<file path="src/rtl/rc4_pkg.sv">
// Shared types and constants for the RC4 stream cipher block.
// No dependencies; rc4_stream_cipher_top, rc4_key_regs and rc4_core import this package.
`default_nettype none

package rc4_pkg;

    localparam int STATE_ENTRIES = 256;
    localparam int IDX_W         = 8;
    localparam int MAX_KEY_BYTES = 16;
    localparam int KEY_IDX_W     = 4;
    localparam int KEY_LEN_W     = 5;
    localparam int CFG_DATA_W    = 64;
    localparam int CFG_IDX_W     = 2;

    typedef enum logic [CFG_IDX_W-1:0] {
        CFG_KEY_LOW  = 2'd0,
        CFG_KEY_HIGH = 2'd1,
        CFG_KEY_LEN  = 2'd2
    } cfg_reg_t;

    typedef enum logic [3:0] {
        ST_IDLE,
        ST_FILL,
        ST_KS_RD_A,
        ST_KS_RD_B,
        ST_KS_WR_A,
        ST_KS_WR_B,
        ST_PR_RD_I,
        ST_PR_RD_J,
        ST_PR_WR_I,
        ST_PR_WR_J,
        ST_PR_RD_K,
        ST_PR_OUT
    } rc4_state_t;

    typedef struct packed {
        logic [7:0] key_byte;
        logic       last_idx;
    } rc4_key_t;

endpackage

`default_nettype wire

</file>
<file path="src/rtl/rc4_stream_cipher_top.sv">
// Top level of the RC4 stream cipher: key registers plus the cipher sequencer.
// Depends on rc4_pkg, rc4_key_regs, rc4_core.
//
//   channel | signals                                       | transfer when
//   in      | in_valid, in_ready, data_in, last_of_message  | in_valid && in_ready
//   out     | out_valid, out_ready, data_out                | out_valid && out_ready
//   cfg     | cfg_write_en, cfg_index, cfg_data             | cfg_write_en
//
// A byte passes from input transfer to the output register through ST_PR_RD_I,
// ST_PR_RD_J, ST_PR_WR_I, ST_PR_WR_J, ST_PR_RD_K and ST_PR_OUT, the sequence of
// state RAM reads and writes; the input is ready once the result is loaded.
// The first byte of a message adds the state fill and the key schedule.
// Reset leaves the block idle with a schedule pending; the state RAM is not cleared.
// The input is not ready while a byte is in work; a stalled result holds only
// its own finishing step.
`default_nettype none

module rc4_stream_cipher_top
    import rc4_pkg::*;
(
    input  wire logic                  clk,
    input  wire logic                  rst_n,
    input  wire logic                  in_valid,
    output logic                       in_ready,
    input  wire logic [7:0]            data_in,
    input  wire logic                  last_of_message,
    output logic                       out_valid,
    input  wire logic                  out_ready,
    output logic      [7:0]            data_out,
    input  wire logic                  cfg_write_en,
    input  wire logic [CFG_IDX_W-1:0]  cfg_index,
    input  wire logic [CFG_DATA_W-1:0] cfg_data
);

    rc4_key_t             key_info;
    logic [KEY_IDX_W-1:0] key_idx;

    rc4_key_regs u_key_regs (
        .clk          (clk),
        .rst_n        (rst_n),
        .cfg_write_en (cfg_write_en),
        .cfg_index    (cfg_index),
        .cfg_data     (cfg_data),
        .key_idx      (key_idx),
        .key_info     (key_info)
    );

    rc4_core u_core (
        .clk             (clk),
        .rst_n           (rst_n),
        .in_valid        (in_valid),
        .in_ready        (in_ready),
        .data_in         (data_in),
        .last_of_message (last_of_message),
        .out_valid       (out_valid),
        .out_ready       (out_ready),
        .data_out        (data_out),
        .key_info        (key_info),
        .key_idx         (key_idx)
    );

endmodule

`default_nettype wire

</file>
<file path="src/rtl/rc4_ram.sv">
// Generic single-write, single-read RAM with registered read data.
// No dependencies.
`default_nettype none

module rc4_ram #(
    parameter int WIDTH = 8,
    parameter int DEPTH = 256
) (
    input  wire logic                     clk,
    input  wire logic                     we,
    input  wire logic [$clog2(DEPTH)-1:0] waddr,
    input  wire logic [WIDTH-1:0]         wdata,
    input  wire logic [$clog2(DEPTH)-1:0] raddr,
    output logic      [WIDTH-1:0]         rdata
);

    logic [WIDTH-1:0] mem [DEPTH];

    always_ff @(posedge clk)
    begin
        if (we)
        begin
            mem[waddr] <= wdata;
        end
        rdata <= mem[raddr];
    end

endmodule

`default_nettype wire

</file>
<file path="src/rtl/rc4_key_regs.sv">
// Key configuration registers and cyclic key byte selection.
// Depends on rc4_pkg.
`default_nettype none

module rc4_key_regs
    import rc4_pkg::*;
(
    input  wire logic                  clk,
    input  wire logic                  rst_n,
    input  wire logic                  cfg_write_en,
    input  wire logic [CFG_IDX_W-1:0]  cfg_index,
    input  wire logic [CFG_DATA_W-1:0] cfg_data,
    input  wire logic [KEY_IDX_W-1:0]  key_idx,
    output rc4_key_t                   key_info
);

    logic [CFG_DATA_W-1:0]  key_low_reg;
    logic [CFG_DATA_W-1:0]  key_high_reg;
    logic [KEY_LEN_W-1:0]   key_len_reg;
    logic [KEY_LEN_W-1:0]   used_len;
    logic [2*CFG_DATA_W-1:0] key_all;
    logic [KEY_LEN_W-1:0]   idx_plus;

    always_ff @(posedge clk or negedge rst_n)
    begin
        if (!rst_n)
        begin
            key_low_reg  <= '0;
            key_high_reg <= '0;
            key_len_reg  <= KEY_LEN_W'(1);
        end
        else if (cfg_write_en)
        begin
            case (cfg_index)
                CFG_KEY_LOW:  key_low_reg  <= cfg_data;
                CFG_KEY_HIGH: key_high_reg <= cfg_data;
                CFG_KEY_LEN:  key_len_reg  <= cfg_data[KEY_LEN_W-1:0];
                default:      ;
            endcase
        end
    end

    always_comb
    begin
        if (key_len_reg == '0)
        begin
            used_len = KEY_LEN_W'(1);
        end
        else if (key_len_reg > KEY_LEN_W'(MAX_KEY_BYTES))
        begin
            used_len = KEY_LEN_W'(MAX_KEY_BYTES);
        end
        else
        begin
            used_len = key_len_reg;
        end
    end

    assign key_all           = {key_high_reg, key_low_reg};
    assign idx_plus          = {1'b0, key_idx} + KEY_LEN_W'(1);
    assign key_info.key_byte = key_all[{key_idx, 3'b000} +: 8];
    assign key_info.last_idx = (idx_plus == used_len);

endmodule

`default_nettype wire

</file>
<file path="src/rtl/rc4_core.sv">
// RC4 sequencer: key schedule and keystream generation over one shared state RAM.
// Depends on rc4_pkg and rc4_ram.
`default_nettype none

module rc4_core
    import rc4_pkg::*;
(
    input  wire logic                 clk,
    input  wire logic                 rst_n,
    input  wire logic                 in_valid,
    output logic                      in_ready,
    input  wire logic [7:0]           data_in,
    input  wire logic                 last_of_message,
    output logic                      out_valid,
    input  wire logic                 out_ready,
    output logic      [7:0]           data_out,
    input  rc4_key_t                  key_info,
    output logic      [KEY_IDX_W-1:0] key_idx
);

    rc4_state_t           state_reg, state_next;
    logic [IDX_W-1:0]     a_reg, a_next;
    logic [IDX_W-1:0]     b_reg, b_next;
    logic [KEY_IDX_W-1:0] k_reg, k_next;
    logic [IDX_W-1:0]     i_reg, i_next;
    logic [IDX_W-1:0]     j_reg, j_next;
    logic [IDX_W-1:0]     sa_reg, sa_next;
    logic [IDX_W-1:0]     sb_reg, sb_next;
    logic                 need_reg, need_next;
    logic                 last_reg, last_next;
    logic [7:0]           din_reg, din_next;
    logic                 out_valid_reg, out_valid_next;
    logic [7:0]           dout_reg, dout_next;

    logic                 ram_we;
    logic [IDX_W-1:0]     ram_waddr;
    logic [IDX_W-1:0]     ram_wdata;
    logic [IDX_W-1:0]     ram_raddr;
    logic [IDX_W-1:0]     ram_rdata;

    logic                 in_xfer;
    logic                 out_load;
    logic [IDX_W-1:0]     b_calc;
    logic [IDX_W-1:0]     j_calc;

    rc4_ram #(
        .WIDTH (IDX_W),
        .DEPTH (STATE_ENTRIES)
    ) u_sbox (
        .clk   (clk),
        .we    (ram_we),
        .waddr (ram_waddr),
        .wdata (ram_wdata),
        .raddr (ram_raddr),
        .rdata (ram_rdata)
    );

    assign in_ready  = (state_reg == ST_IDLE);
    assign in_xfer   = in_valid && in_ready;
    assign out_load  = (state_reg == ST_PR_OUT) && (!out_valid_reg || out_ready);
    assign b_calc    = b_reg + ram_rdata + key_info.key_byte;
    assign j_calc    = j_reg + ram_rdata;
    assign key_idx   = k_reg;
    assign out_valid = out_valid_reg;
    assign data_out  = dout_reg;

    always_ff @(posedge clk or negedge rst_n)
    begin
        if (!rst_n)
        begin
            state_reg     <= ST_IDLE;
            a_reg         <= '0;
            b_reg         <= '0;
            k_reg         <= '0;
            i_reg         <= '0;
            j_reg         <= '0;
            need_reg      <= 1'b1;
            out_valid_reg <= 1'b0;
        end
        else
        begin
            state_reg     <= state_next;
            a_reg         <= a_next;
            b_reg         <= b_next;
            k_reg         <= k_next;
            i_reg         <= i_next;
            j_reg         <= j_next;
            need_reg      <= need_next;
            out_valid_reg <= out_valid_next;
        end
    end

    always_ff @(posedge clk)
    begin
        sa_reg   <= sa_next;
        sb_reg   <= sb_next;
        last_reg <= last_next;
        din_reg  <= din_next;
        dout_reg <= dout_next;
    end

    // next state
    always_comb
    begin
        state_next = state_reg;
        case (state_reg)
            ST_IDLE:
            begin
                if (in_xfer)
                begin
                    state_next = need_reg ? ST_FILL : ST_PR_RD_I;
                end
            end
            ST_FILL:    state_next = (a_reg == '1) ? ST_KS_RD_A : ST_FILL;
            ST_KS_RD_A: state_next = ST_KS_RD_B;
            ST_KS_RD_B: state_next = ST_KS_WR_A;
            ST_KS_WR_A: state_next = ST_KS_WR_B;
            ST_KS_WR_B: state_next = (a_reg == '1) ? ST_PR_RD_I : ST_KS_RD_A;
            ST_PR_RD_I: state_next = ST_PR_RD_J;
            ST_PR_RD_J: state_next = ST_PR_WR_I;
            ST_PR_WR_I: state_next = ST_PR_WR_J;
            ST_PR_WR_J: state_next = ST_PR_RD_K;
            ST_PR_RD_K: state_next = ST_PR_OUT;
            ST_PR_OUT:  state_next = out_load ? ST_IDLE : ST_PR_OUT;
            default:    state_next = ST_IDLE;
        endcase
    end

    // datapath and RAM control
    always_comb
    begin
        a_next         = a_reg;
        b_next         = b_reg;
        k_next         = k_reg;
        i_next         = i_reg;
        j_next         = j_reg;
        sa_next        = sa_reg;
        sb_next        = sb_reg;
        need_next      = need_reg;
        last_next      = last_reg;
        din_next       = din_reg;
        dout_next      = dout_reg;
        out_valid_next = out_valid_reg && !out_ready;
        ram_we         = 1'b0;
        ram_waddr      = a_reg;
        ram_wdata      = a_reg;
        ram_raddr      = a_reg;
        case (state_reg)
            ST_IDLE:
            begin
                if (in_xfer)
                begin
                    din_next  = data_in;
                    last_next = last_of_message;
                    if (need_reg)
                    begin
                        a_next = '0;
                        b_next = '0;
                        k_next = '0;
                    end
                end
            end
            ST_FILL:
            begin
                ram_we = 1'b1;
                a_next = a_reg + IDX_W'(1);
            end
            ST_KS_RD_A:
            begin
                ram_raddr = a_reg;
            end
            ST_KS_RD_B:
            begin
                sa_next   = ram_rdata;
                b_next    = b_calc;
                ram_raddr = b_calc;
            end
            ST_KS_WR_A:
            begin
                ram_we    = 1'b1;
                ram_waddr = a_reg;
                ram_wdata = ram_rdata;
            end
            ST_KS_WR_B:
            begin
                ram_we    = 1'b1;
                ram_waddr = b_reg;
                ram_wdata = sa_reg;
                a_next    = a_reg + IDX_W'(1);
                k_next    = key_info.last_idx ? '0 : k_reg + KEY_IDX_W'(1);
                if (a_reg == '1)
                begin
                    i_next    = '0;
                    j_next    = '0;
                    need_next = 1'b0;
                end
            end
            ST_PR_RD_I:
            begin
                i_next    = i_reg + IDX_W'(1);
                ram_raddr = i_reg + IDX_W'(1);
            end
            ST_PR_RD_J:
            begin
                sa_next   = ram_rdata;
                j_next    = j_calc;
                ram_raddr = j_calc;
            end
            ST_PR_WR_I:
            begin
                sb_next   = ram_rdata;
                ram_we    = 1'b1;
                ram_waddr = i_reg;
                ram_wdata = ram_rdata;
            end
            ST_PR_WR_J:
            begin
                ram_we    = 1'b1;
                ram_waddr = j_reg;
                ram_wdata = sa_reg;
            end
            ST_PR_RD_K:
            begin
                ram_raddr = sa_reg + sb_reg;
            end
            ST_PR_OUT:
            begin
                ram_raddr = sa_reg + sb_reg;
                if (out_load)
                begin
                    dout_next      = din_reg ^ ram_rdata;
                    out_valid_next = 1'b1;
                    if (last_reg)
                    begin
                        need_next = 1'b1;
                    end
                end
            end
            default: ;
        endcase
    end

endmodule

`default_nettype wire

</file>
<file path="config.mk">
export PLATFORM = sky130hd
export DESIGN_NAME = rc4_stream_cipher_top
export DESIGN_NICKNAME = d
export VERILOG_FILES = /design/src/rtl/rc4_pkg.sv /design/src/rtl/rc4_stream_cipher_top.sv /design/src/rtl/rc4_ram.sv /design/src/rtl/rc4_key_regs.sv /design/src/rtl/rc4_core.sv
export SDC_FILE = /design/constraint.sdc
export NUM_CORES = 2
export LEC_CHECK = 0
export BUFFER_PORTS_ARGS = -buffer_cell sky130_fd_sc_hd__buf_2
export CAP_MARGIN = 20
export CORE_ASPECT_RATIO = 0.5
export CORE_MARGIN = 2
export CORE_UTILIZATION = 46
export DETAILED_ROUTE_END_ITERATION = 8
export GPL_ROUTABILITY_DRIVEN = 0
export PLACE_DENSITY = 0.64
export SKIP_CTS_REPAIR_TIMING = 1
export SYNTH_ARGS = -nofsm -noshare
export SYNTH_HDL_FRONTEND = slang
export SYNTH_HIERARCHICAL = 1
export SYNTH_SLANG_ARGS = --single-unit
</file>
<file path="constraint.sdc">
create_clock -name clk -period 20.7 [get_ports clk]
set_clock_uncertainty 0.15 [all_clocks]
set_input_delay 3.105 -clock clk [delete_from_list [all_inputs] [get_ports clk]]
set_output_delay 3.105 -clock clk [all_outputs]
set_load 0.005 [all_outputs]
</file>
### After elaboration in Yosys (flattened, before gate mapping)

Memory sizes are Yosys's and may differ from the RTL's. A register that Yosys moved wholly into a read port is not among the register bits.
Cells that the tools add are included.

* add/sub/neg operators: 8
* magnitude comparators: 1
* equal/unequal tests: 20
* shift operators: 1
* mux-type cells: 31
* bitwise operators: 1
* reductions and logical operators: 32

Operators with widths (number)
* indexed part select 128 x 8 -> 8 bit: 1
* case mux 8 bit (2 select lines): 5
* case mux 4 bit (12 select lines): 1
* adder 8 bit: 4
* case mux 8 bit (4 select lines): 1
* 2-to-1 mux 8 bit: 3
* case mux 8 bit (3 select lines): 1
* 2-to-1 mux 4 bit: 5
* adder 8 x 1 -> 8 bit, second input constant: 2
* equality test 4 x 3 -> 1 bit, second input constant: 4
* equality test 4 bit, second input constant: 4
* AND reduction 2 bit: 7
* nonzero test 2 bit: 6
* 2-to-1 mux 5 bit: 2
* OR reduction 2 bit: 5
* AND reduction 3 bit: 3
* equality test 4 x 2 -> 1 bit, second input constant: 2
* equality test 8 bit, second input constant: 1
* 2-to-1 mux 1 bit: 8
* case mux 4 bit (2 select lines): 1
* XOR 8 bit: 1
* 2-to-1 mux 3 bit: 2
* inequality test 2 x 1 -> 1 bit, second input constant: 3
* adder 4 x 1 -> 5 bit, second input constant: 1
* other kinds (17): 21

* flip-flop bits (word level): 208
* memory bits (writable): 2048
* input bits: 80
* logic and storage cells: 111
* memories kept: 1

Memory list
* u_core.u_sbox.mem: words 256, bits a word 8, read ports 1, clocked after Yosys merged registers in 1, write ports 1, line rc4_ram.sv:17 `logic [WIDTH-1:0] mem [DEPTH];`

### Depth between registers and ports, before layout

* word-level depth: 6
* mapped depth: 23
* gate-level depth less buffers: 19

### By module

Netlist, hierarchy kept.

By module, submodules not included
* rc4_ram: times used 1, cells each 3733, area an instance 79556.3 um2, sequential area each 61659.1 um2
* rc4_key_regs: times used 1, cells each 395, area an instance 6118.4 um2, sequential area each 3329.4 um2
* rc4_core: times used 1, cells each 467, area an instance 4782.1 um2, sequential area each 2043.2 um2

### Worst setup path before layout

OpenSTA, ideal clock, no wires.

* path kind: register to register
* from: register u_core.state_reg[3]
* to: memory u_core.u_sbox.mem[0][6], data pin
* setup time: 1.575 ns
* arrival: 8.185 ns
* setup slack: 10.790 ns
* stages on the path, launching flop included: 8
* path buffers: 3
* cells stage by stage: dfrtp_1 buf_2 buf_2 nand2_1 a21oi_2 buf_2 nor2_1 a21oi_1

* longest elaborated chain between the ends: 3

Ends and longest elaborated chain
* from (decl): line rc4_core.sv:21 `rc4_state_t state_reg, state_next;`
* from (signal assigned): line rc4_core.sv:82 `state_reg <= state_next;`
* equality test 4 bit or equality test 4 x 3 -> 1 bit (tied branches): line rc4_core.sv:148 `case (state_reg)`
* OR reduction 2 bit (no source line)
* case mux 8 bit (2 select lines) *: line rc4_core.sv:148
* via u_core.ram_wdata[6]: line rc4_core.sv:37 `logic [IDX_W-1:0] ram_wdata;`
* to (decl): line rc4_ram.sv:17

Mark *: on every way through the listed nets, which the timed path passes. The rest lies on a longest branch.

==> out/metrics.cfg <==
[cells_and_area]
n_antenna_cell=0
final-seq-area_sq_mm=0.0670
most-common-layout-cells=2081 x sky130_fd_sc_hd__edfxtp_1, 479 x sky130_fd_sc_hd__mux4_2, 324 x sky130_fd_sc_hd__nor2_1, 210 x sky130_fd_sc_hd__clkbuf_16, 172 x sky130_fd_sc_hd__dfrtp_1
design.final.nets=4829
final_common_cell=sky130_fd_sc_hd__edfxtp_1
largest_register_ff_count=2048
proportion_of_layout_cells_with_a_drive_suffix_above_1_pct=23.6
area.growth.synth_to_final_pct=10.6
finish.utilization_pct=51.1
multi_input_area_sq_mm=0.0219
final.fill_count=15400

[clock_tree]
tritoncts=yes
clock_path_buffers=4
cts.htree.levels=4
clkLatencyLatePin_ns=0.83
clockRootBuffer=sky130_fd_sc_hd__clkbuf_16
cts-buffers-inserted=207
clk_pin_slew_worst_paths_ns=0.06
clock_sinks=2264

[critical_path]
worstPathRequired_ns=21.23
critical_path.reg2reg.startpoint=u_core/key_idx[0]$_DFFE_PN0P_
arrival_ns=8.60
cp-start-kind=flip-flop
timing.critical_path.fanout_max=42
cp-endpoint=u_core/u_sbox/rdata[2]$_DFF_P_
flop2flop_setup_slack_ns=12.63
setup.worst_path.end_class=flip-flop
startpoint_of_the_worst_setup_timing_path=u_core/key_idx[0]$_DFFE_PN0P_
timing_worst_setup_path_type=flip-flop to flip-flop
ff2ff_path_depth=18
worstReg2RegEnd=u_core/u_sbox/rdata[2]$_DFF_P_

[timing]
max_freq_mhz=124
timing.max_slew.rel_slack_pct=21.5
hold_slack_ns=0.352
fin_setup_tns_ns=0
timing_max_transition_violations_final=0
fin_crit_share_pct=39.0
count_of_endpoints_failing_hold_in_the_final_timing_report=0
unrepaired_setup_endpoints_after_global_routing=false
finalCriticalPeriod_ns=8.07
tightestPinTransition_ns=1.18
setup_viol=0

[logic_synthesis]
postSynth.asyncResetShare_pct=7.73
synth.lib_cells_used.distinct=89
synthTopCellsByArea=sky130_fd_sc_hd__edfxtp_1 69%, sky130_fd_sc_hd__mux4_2 12%, sky130_fd_sc_hd__dfrtp_1 4.8%, sky130_fd_sc_hd__mux2i_1 1.9%, sky130_fd_sc_hd__mux2_2 1.7%
syn-instance-count=4595
netlist_area_sq_mm=0.0905
synth_edf_count=2081
yosys_register_bits=2264
netlist.area_leader.share_pct=69.1
synth_ff_type=sky130_fd_sc_hd__edfxtp_1
avgSynthCellArea_sq_um=19.7
postSynthNetCount=4709
synth_largest_area_cell=sky130_fd_sc_hd__edfxtp_1
synth_warnings=6
yosysSeqAreaShare_pct=74.1

[die]
fp.dieArea_sq_mm=0.200
die_x_um=631
starting_density_of_the_core_pct=46.2
num_rows=115
placeableCoreArea_sq_mm=0.196
floorplan.die.height_um=318
boundaryPins=90

[detailed_routing]
drc=0
drt_wirelength_um=224000
viasPerCell=6.20
ant_nets=0
detail_route.first_pass.iterations=5
routedWlPerCell_um=29.8
detail_route.iter0.violations=5922
routed-via-count=46600

[hold_path]
worst_hold_path_type=flip-flop to flip-flop

[global_route]
first_global_vias=46300
initial_antenna_violation_count=9
pin_count_of_the_biggest_net_entering_global_routing=144
grt_pass1_wl_um=327000
grt_usage_pct=22.2
grt.overflow.total=0

[status]
run_status=finished clean

[placement]
io_buffers=89
dp_hpwl_um=138000

[job]
max-cap-violations=0

[how the worst min path moves through the flow]
stage	start	to	slack, ns	cells past startpoint
after global placement	u_key_regs/key_high_reg[16]$_DFFE_PN0P_	u_key_regs/key_high_reg[16]$_DFFE_PN0P_	0.33	1
after global routing	u_key_regs/key_low_reg[20]$_DFFE_PN0P_	u_key_regs/key_low_reg[20]$_DFFE_PN0P_	0.37	1
after detailed placement	u_key_regs/key_high_reg[22]$_DFFE_PN0P_	u_key_regs/key_high_reg[22]$_DFFE_PN0P_	0.34	1
after floorplan	u_core/last_reg$_DFFE_PP_	u_core/need_reg$_DFFE_PN1P_	0.31	2
after CTS	u_key_regs/key_high_reg[22]$_DFFE_PN0P_	u_key_regs/key_high_reg[22]$_DFFE_PN0P_	0.35	1
final	u_key_regs/key_high_reg[22]$_DFFE_PN0P_	u_key_regs/key_high_reg[22]$_DFFE_PN0P_	0.35	1
[synthesized netlist by cell type, types with 10 or more instances]
library cell / n
sky130_fd_sc_hd__edfxtp_1: 2081
sky130_fd_sc_hd__mux4_2: 479
sky130_fd_sc_hd__nor2_1: 327
sky130_fd_sc_hd__dfrtp_1: 173
sky130_fd_sc_hd__mux2i_1: 168
sky130_fd_sc_hd__a22oi_1: 142
sky130_fd_sc_hd__mux2_2: 135
sky130_fd_sc_hd__a21oi_1: 128
sky130_fd_sc_hd__clkbuf_1: 122
sky130_fd_sc_hd__nand2_1: 74
sky130_fd_sc_hd__buf_2: 55
sky130_fd_sc_hd__nand3_1: 46
sky130_fd_sc_hd__o221ai_1: 46
sky130_fd_sc_hd__nor2b_1: 39
sky130_fd_sc_hd__nor3_1: 34
sky130_fd_sc_hd__buf_4: 33
sky130_fd_sc_hd__o22ai_1: 31
sky130_fd_sc_hd__o21ai_0: 28
sky130_fd_sc_hd__o21ai_1: 28
sky130_fd_sc_hd__nor4_1: 27
sky130_fd_sc_hd__a211oi_1: 26
sky130_fd_sc_hd__buf_6: 25
sky130_fd_sc_hd__ha_1: 24
sky130_fd_sc_hd__a221oi_1: 22
sky130_fd_sc_hd__buf_1: 22
sky130_fd_sc_hd__a21o_1: 16
sky130_fd_sc_hd__a22o_1: 15
sky130_fd_sc_hd__and2_1: 15
sky130_fd_sc_hd__xor2_1: 14
sky130_fd_sc_hd__buf_8: 13
sky130_fd_sc_hd__xnor2_1: 13
sky130_fd_sc_hd__nand2b_1: 12
sky130_fd_sc_hd__nand4_1: 12
sky130_fd_sc_hd__o211ai_1: 12
sky130_fd_sc_hd__inv_1: 11
sky130_fd_sc_hd__a221o_1: 10
sky130_fd_sc_hd__fa_1: 10
[metal layers]
layer  wire [um]  global-route usage (%)
met5          13                       0
met4        4770                    4.88
met2      105000                    34.4
met3       21600                    4.64
met1       93000                    32.7
[metrics by stage]
| stage | area [sq um] | instances | setup slack [ns] |
|---|---|---|---|
| after CTS | 100000 | 7502 | 12.59 |
| after detailed placement | 93600 | 7136 | 12.61 |
| after global placement | 93400 | 7122 | 11.83 |
| after floorplan | 90500 | 4595 | 10.79 |
| final | 100000 | 7504 | 12.63 |
| after global routing | 100000 | 7504 | 12.11 |
[logic make-up after synthesis]
kind of cell,after synthesis,synth area share (%)
fa+ha+maj,34,0.553
buf+inv,291,1.93
xor+xnor,27,0.261
simple gates,640,3.33
compound gates,555,4.29
mux,784,15.5
flops,2264,74.1
[critical path, cell delays in order, from the launching register on]
cell and delay [ns]:
sky130_fd_sc_hd__dfrtp_2 0.57, sky130_fd_sc_hd__buf_4 0.60, sky130_fd_sc_hd__mux4_2 0.62, sky130_fd_sc_hd__a21oi_1 0.22, sky130_fd_sc_hd__o21ai_1 0.14, sky130_fd_sc_hd__fa_1 0.59, sky130_fd_sc_hd__inv_1 0.07, sky130_fd_sc_hd__fa_1 0.44
sky130_fd_sc_hd__nor2b_1 0.14, sky130_fd_sc_hd__nor3_1 0.20, sky130_fd_sc_hd__or4_2 0.50, sky130_fd_sc_hd__buf_4 0.70, sky130_fd_sc_hd__or3b_2 0.55, sky130_fd_sc_hd__o22ai_1 0.19, sky130_fd_sc_hd__o21ai_0 0.56, sky130_fd_sc_hd__nand3_1 0.30
sky130_fd_sc_hd__nor4_1 0.98, sky130_fd_sc_hd__buf_4 0.27, sky130_fd_sc_hd__nor4_2 0.04
[final cells by class]
class / count / area share [%]
well taps: 2632 / 3.29
repair buffers: 189 / 1.30
multi-input cells: 2040 / 21.9
inverters: 13 / 0.0488
clock buffers: 263 / 5.49
clock inverters: 103 / 0.944
flip-flops and latches: 2264 / 67.0
Power is not shown: default switching activity piles up to over one toggle a cycle in this logic, so the estimate is an artifact.
